<file path="src/sv/tetrahedral_lut_interpolation_defines.svh">
// Assertion macros shared by the tetrahedral LUT interpolation RTL.
// Files that assert include this header; it depends on nothing else.
`ifndef TETRAHEDRAL_LUT_INTERPOLATION_DEFINES_SVH
`define TETRAHEDRAL_LUT_INTERPOLATION_DEFINES_SVH

// Checked on every clock edge, reset included.
`define TLI_ASSERT_ALWAYS(lbl, prop, msg) \
  lbl: assert property (@(posedge clk) prop) else $error(msg);

// Checked on every clock edge outside reset.
`define TLI_ASSERT(lbl, prop, msg) \
  lbl: assert property (@(posedge clk) disable iff (rst) prop) else $error(msg);

`endif

</file>
<file path="src/sv/tlut_pkg.sv">
// Types, constants and helper functions for the tetrahedral LUT interpolation.
// Used by every module of the block but tlut_ram; depends on nothing.
package tlut_pkg;

  localparam int DIM        = 33;
  localparam int CHANNELS   = 3;
  localparam int COORD_FRAC = 12;
  localparam int VALUE_BITS = 16;

  localparam int CW      = 13;                     // coordinate field width
  localparam int DW      = 16;                     // value field width
  localparam int DEPTH   = DIM * DIM * DIM;
  localparam int ADDR_W  = $clog2(DEPTH);
  localparam int IDX_W   = $clog2(DIM - 1);
  localparam int TW      = CW + $clog2(DIM);       // scaled coordinate width
  localparam int WW      = TW + 2;                 // signed weight width
  localparam int PW      = WW + DW;                // product width
  localparam int SW      = PW + 2;                 // sum width

  // Input request kinds.
  localparam logic KIND_WRITE = 1'b0;
  localparam logic KIND_PIXEL = 1'b1;

  typedef struct packed {
    logic                   kind;
    logic [CW-1:0]          red;
    logic [CW-1:0]          green;
    logic [CW-1:0]          blue;
    logic                   last_pixel;
    logic [15:0]            entry_index;
    logic [1:0]             entry_channel;
    logic signed [DW-1:0]   entry_value;
  } pixel_t;

  typedef struct packed {
    logic signed [DW-1:0] out_red;
    logic signed [DW-1:0] out_green;
    logic signed [DW-1:0] out_blue;
    logic                 frame_end;
  } result_t;

  typedef struct packed {
    logic [IDX_W-1:0] idx;
    logic [TW-1:0]    frac;
  } coord_t;

  // Lookup stage output: vertex addresses, weights and the write request.
  typedef struct packed {
    logic                       valid;
    logic                       kind;
    logic                       last_pixel;
    logic [3:0][ADDR_W-1:0]     addr;
    logic [3:0][WW-1:0]         weight;
    logic [15:0]                wr_index;
    logic [1:0]                 wr_channel;
    logic [DW-1:0]              wr_value;
  } lookup_t;

  // Split one coordinate into its cell index and fraction.
  function automatic coord_t split_coord(input logic [CW-1:0] c);
    logic [TW-1:0]    t;
    logic [TW-1:0]    i;
    coord_t           r;
    t = TW'(c) * TW'(DIM - 1);
    i = t >> COORD_FRAC;
    if (i > TW'(DIM - 2)) begin
      i = TW'(DIM - 2);
    end
    r.idx  = i[IDX_W-1:0];
    r.frac = t - (i << COORD_FRAC);
    return r;
  endfunction

endpackage

</file>
<file path="src/sv/tlut_addr.sv">
// Coordinate split and tetrahedron selection: two pipeline stages.
// Depends on tlut_pkg.
module tlut_addr import tlut_pkg::*; (
  input  logic    clk,
  input  logic    rst,
  input  logic    en,
  input  logic    in_valid,
  input  pixel_t  in_req,
  output lookup_t look
);

  logic   s1_valid;
  pixel_t s1_req;
  coord_t s1_r, s1_g, s1_b;

  // Stage 1: scale each coordinate and split it.
  always_ff @(posedge clk) begin
    if (rst) begin
      s1_valid <= 1'b0;
    end else if (en) begin
      s1_valid <= in_valid;
    end
    if (en) begin
      s1_req <= in_req;
      s1_r   <= split_coord(in_req.red);
      s1_g   <= split_coord(in_req.green);
      s1_b   <= split_coord(in_req.blue);
    end
  end

  logic [TW-1:0]          rf, gf, bf;
  logic signed [WW-1:0]   sr, sg, sb, one;
  logic [ADDR_W-1:0]      id000, ida, idb, id111;
  logic signed [WW-1:0]   w0, wa, wb, w1;

  // Stage 2 logic: base vertex, tetrahedron and its weights.
  always_comb begin
    rf    = s1_r.frac;
    gf    = s1_g.frac;
    bf    = s1_b.frac;
    sr    = $signed({2'b00, rf});
    sg    = $signed({2'b00, gf});
    sb    = $signed({2'b00, bf});
    one   = WW'(1) << COORD_FRAC;
    id000 = ADDR_W'(s1_r.idx) + ADDR_W'(s1_g.idx) * ADDR_W'(DIM)
          + ADDR_W'(s1_b.idx) * ADDR_W'(DIM * DIM);
    id111 = id000 + ADDR_W'(1 + DIM + DIM * DIM);
    if (rf > gf) begin
      if (gf > bf) begin
        ida = id000 + ADDR_W'(1);
        idb = id000 + ADDR_W'(1 + DIM);
        w0 = one - sr; wa = sr - sg; wb = sg - sb; w1 = sb;
      end else if (rf > bf) begin
        ida = id000 + ADDR_W'(1);
        idb = id000 + ADDR_W'(1 + DIM * DIM);
        w0 = one - sr; wa = sr - sb; wb = sb - sg; w1 = sg;
      end else begin
        ida = id000 + ADDR_W'(DIM * DIM);
        idb = id000 + ADDR_W'(1 + DIM * DIM);
        w0 = one - sb; wa = sb - sr; wb = sr - sg; w1 = sg;
      end
    end else begin
      if (bf > gf) begin
        ida = id000 + ADDR_W'(DIM * DIM);
        idb = id000 + ADDR_W'(DIM + DIM * DIM);
        w0 = one - sb; wa = sb - sg; wb = sg - sr; w1 = sr;
      end else if (bf > rf) begin
        ida = id000 + ADDR_W'(DIM);
        idb = id000 + ADDR_W'(DIM + DIM * DIM);
        w0 = one - sg; wa = sg - sb; wb = sb - sr; w1 = sr;
      end else begin
        ida = id000 + ADDR_W'(DIM);
        idb = id000 + ADDR_W'(1 + DIM);
        w0 = one - sg; wa = sg - sr; wb = sr - sb; w1 = sb;
      end
    end
  end

  // Stage 2 register: addresses go straight to the RAM read ports.
  always_ff @(posedge clk) begin
    if (rst) begin
      look.valid <= 1'b0;
    end else if (en) begin
      look.valid <= s1_valid;
    end
    if (en) begin
      look.kind       <= s1_req.kind;
      look.last_pixel <= s1_req.last_pixel;
      look.addr       <= {id111, idb, ida, id000};
      look.weight     <= {w1, wb, wa, w0};
      look.wr_index   <= s1_req.entry_index;
      look.wr_channel <= s1_req.entry_channel;
      look.wr_value   <= s1_req.entry_value;
    end
  end

endmodule

</file>
<file path="config.mk">
export PLATFORM = sky130hd
export DESIGN_NAME = tlut_addr
export DESIGN_NICKNAME = d
export VERILOG_FILES = /design/src/sv/tetrahedral_lut_interpolation_defines.svh /design/src/sv/tlut_pkg.sv /design/src/sv/tlut_addr.sv
export SDC_FILE = /design/constraint.sdc
export NUM_CORES = 1
export LEC_CHECK = 0
export BUFFER_PORTS_ARGS = -buffer_cell sky130_fd_sc_hd__buf_4
export CAP_MARGIN = 20
export CORE_MARGIN = 1.5
export CORE_UTILIZATION = 43
export CTS_CLUSTER_SIZE = 16
export DETAILED_ROUTE_END_ITERATION = 12
export GPL_ROUTABILITY_DRIVEN = 0
export HOLD_SLACK_MARGIN = 0.15
export MAX_ROUTING_LAYER = met4
export PLACE_DENSITY = 0.59
export SYNTH_ARGS = -nofsm -noshare
export SYNTH_HDL_FRONTEND = slang
export SYNTH_SLANG_ARGS = --single-unit
</file>
<file path="constraint.sdc">
create_clock -name clk -period 7.03 [get_ports clk]
set_clock_uncertainty 0.2 [all_clocks]
set_input_delay 0.3515 -clock clk [delete_from_list [all_inputs] [get_ports clk]]
set_output_delay 0.3515 -clock clk [all_outputs]
set_load 0.005 [all_outputs]
</file>
==> results.py <==
metrics = {
    "pwr": {
        "peakVddDrop_v": 0.000147,
        "leakage_nw": 8.56,
        "p_seq_frac": 0.329,
        "p_switching_mw": 2.58,
        "combPwrFrac": 0.458,
        "cellPowerDensity_nw_per_um2": 321,
        "swShare": 0.381,
        "intPower_mw": 4.20,
        "clockPowerShare": 0.213,
    },
    "logic_synthesis": {
        "yosysTopAreaCell": "edfxtp_1",
        "ys_types": 99,
        "ys_ff_latch": 252,
        "synth_area_leaders": "edfxtp_1 (43%), ha_1 (9.0%), xnor2_1 (5.5%)",
        "synth_top_area_share": 0.434,
        "ys_warn_count": 0,
        "async_flop_share": 0,
        "synth_flop_cell": "edfxtp_1",
        "syn_area_um2": 17300,
        "synth_area_per_cell_um2": 10.6,
        "seq_area_frac_synth": 0.436,
        "synth_edf_count": 250,
        "syn_inst": 1632,
    },
    "die": {
        "die_area_um2": 41400,
        "start_util": 0.435,
        "coreArea_um2": 39700,
        "die_y_um": 204,
        "io-pin-count": 264,
        "placementRows": 73,
        "die_x_um": 204,
    },
    "worst_setup_path": {
        "timing.rr.start": "s1_b[20]",
        "start_kind": "flop",
        "r2r_cells": 17,
        "cp-endpoint": "look[163]",
        "critical_path_class": "reg -> reg",
        "crit_fanout": 17,
        "arrival_ns": 5.40,
        "cp-startpoint": "s1_b[20]",
        "required_ns": 7.11,
        "r2r-end": "look[163]",
        "worstSetupEndpointType": "flop",
        "rrSetupSlack_ns": 1.71,
    },
    "clocking": {
        "cts.sinks": 252,
        "cts_tree": "yes",
        "cts_inserted_buffers": 28,
        "cts_resized": 0,
        "clk_pin_slew_ns": 0.06,
        "htree_levels": 1,
        "clk_latency_ns": 0.56,
        "clockBufferDepth": 3,
        "post_cts_buffers": 0,
        "cts-root-buf": "clkbuf_16",
    },
    "min_path": {
        "hold_depth": 1,
        "hold_class": "in -> reg",
    },
    "global_route": {
        "grt_pass1_vias": 13200,
        "track_usage": 0.251,
        "grt_pass1_wl_um": 77600,
        "grt_antenna_before_repair": 0,
        "grt-ovfl-total": 0,
        "grt_max_degree": 109,
    },
    "sta": {
        "setup_viol": 0,
        "worst_pin_slew_ns": 1.09,
        "fmaxAchievable_mhz": 188,
        "drv_slew": 0,
        "setup_ws_ns": 1.71,
        "rsz0062_at_grt": "false",
        "hold_viol": 0,
        "min_period_over_period": 0.757,
        "setup-tns-final_ns": 0,
        "slew_headroom": 0.272,
        "period_minus_slack_ns": 5.32,
    },
    "route": {
        "ant_nets": 0,
        "num_vias": 14200,
        "avgRoutedWirePerCell_um": 21.2,
        "wl_um": 52300,
        "first_iter_violations": 1488,
        "drcViolationCount": 0,
        "drt_pass1_iterations": 6,
        "vias_per_cell": 5.73,
    },
    "finish": {
        "num-fill-cells": 3595,
        "diodes": 0,
        "nNetsFinal": 2139,
        "drive_gt1_frac": 0.191,
        "area_delta_synth_final_pct": 22.3,
    },
    "placed_design": {
        "portBuffers": 241,
        "hpwl_um": 39300,
        "pre_cts_slack_ns": 1.79,
    },
    "run_status": {
        "outcome": "completed",
    },
    "job": {
        "max_cap_viol_count": 0,
    },
}
-- critical path, cell delays in order (launching register included) --
cell and delay, ns:
edfxtp_1 0.43, ha_1 0.30, ha_1 0.27, inv_1 0.05
fa_1 0.41, inv_1 0.06, ha_1 0.19, inv_1 0.07
fa_1 0.44, and2b_1 0.27, o211a_1 0.23, mux2i_1 0.11
nor2_1 0.81, inv_1 0.34, a221o_1 0.44, mux2i_4 0.18
nor2_1 0.08, xnor2_1 0.13
-- cells by family after synthesis --
family | Yosys count | share of synthesized area
multiplexers | 45 | 0.0270
buffers and inverters | 204 | 0.0578
AO/OA/AOI/OAI | 455 | 0.185
AND/OR/NAND/NOR | 390 | 0.112
other | 1 | 0.000217
flip-flops | 252 | 0.436
adder cells (fa/ha/maj) | 140 | 0.107
XOR/XNOR | 145 | 0.0747
-- flip-flops by register name (all words and copies together) (netlist names) --
register	count
look	158
s1_b	5
s1_valid	1
s1_req	36
s1_g	5
rf	14
bf	14
gf	14
s1_r	5
-- power groups by stage --
stage	Sequential, mW	Clock [mW]	Combinational (mW)
after floorplan	2.25	0	1.92
after global placement	2.26	0	2.98
after detailed placement	2.27	0	3.01
after CTS	2.24	1.49	3.06
after global routing	2.26	1.55	3.35
final	2.23	1.45	3.11
-- cell usage in the layout, fill, tap and decap left out, types with 12 or more instances in the layout --
cell type,Yosys,final
nand4_1,14,14
fa_1,13,13
a31oi_1,16,16
xnor2_1,108,108
xor2_1,34,34
conb_1,1,22
edfxtp_1,250,250
o211ai_1,14,14
nor2b_1,18,18
inv_1,92,92
a221o_1,12,12
buf_4,37,254
a221oi_1,23,23
nand3_1,40,40
o21bai_1,13,13
clkbuf_16,0,28
or2_2,18,18
ha_1,125,125
o21ai_0,77,77
a211oi_1,33,33
nor3_1,27,27
nor2_1,110,109
nand2b_1,24,24
o22ai_1,16,16
a21o_1,36,36
nand2_1,83,83
a21oi_1,99,99
dlygate4sd3_1,0,92
mux2i_1,40,40
o221ai_1,16,16
-- cell type report --
type / instances / area (µm²) / share of cell area
Clock inverter: 20 / 193 / 0.00911
Multi-Input combinational cell: 1197 / 8830 / 0.418
Inverter: 96 / 360 / 0.0170
Tap cell: 525 / 657 / 0.0311
Sequential cell: 252 / 7550 / 0.357
Timing Repair Buffer: 347 / 2840 / 0.134
Clock buffer: 32 / 716 / 0.0338
-- cells in the mapped netlist (all sizes together) (3+ instances only) --
library cell / count
edfxtp: 250
ha: 125
nor2: 115
xnor2: 110
a21oi: 103
inv: 94
buf: 90
o21ai: 89
nand2: 85
mux2i: 41
nand3: 40
a211oi: 38
a21o: 36
xor2: 35
nor3: 28
a221oi: 27
nand2b: 24
or2: 19
clkbuf: 18
nor2b: 18
a31oi: 16
o221ai: 16
o22ai: 16
nand4: 15
o211ai: 15
o21bai: 14
fa: 13
a221o: 12
a22oi: 11
and2: 10
and3: 8
o21a: 8
a311oi: 7
nor4: 7
o31ai: 7
o211a: 6
or3: 6
nand3b: 5
o41ai: 5
a21boi: 4
a22o: 4
mux2: 4
o311ai: 3
-- worst min path at each step --
| stage | start | end |
|---|---|---|
| after global placement | s1_req[7] | look[7] |
| after global routing | en | look[28] |
| after floorplan | s1_req[0] | look[0] |
| final | en | look[28] |
| after detailed placement | s1_req[34] | look[182] |
| after CTS | en | look[28] |
-- routing by layer --
metal	wire length, µm	global-route usage	vias up
li1	-	-	6569
met1	24000	0.366	6802
met2	21800	0.349	688
met3	4850	0.0441	92
met4	1560	0.0854	0
met5	0	-	-
-- per-stage QoR --
stage	instances	total power [mW]	hold slack [ns]	util	area [µm²]
global placement	2325	5.24	0.200	0.486	19300
detailed placement	2325	5.27	0.205	0.486	19300
CTS	2469	6.79	0.170	0.532	21100
global route	2469	7.15	0.196	0.532	21100
finish	2469	6.79	0.138	0.532	21100
floorplan	1653	4.18	0.200	-	17400
-- repair_timing --
action / in CTS / in global routing
setup endpoints to repair: 0 / 0
hold buffers: 92 / 0
hold endpoints to repair: 95 / 0
Power figures use the tool's default switching activity.
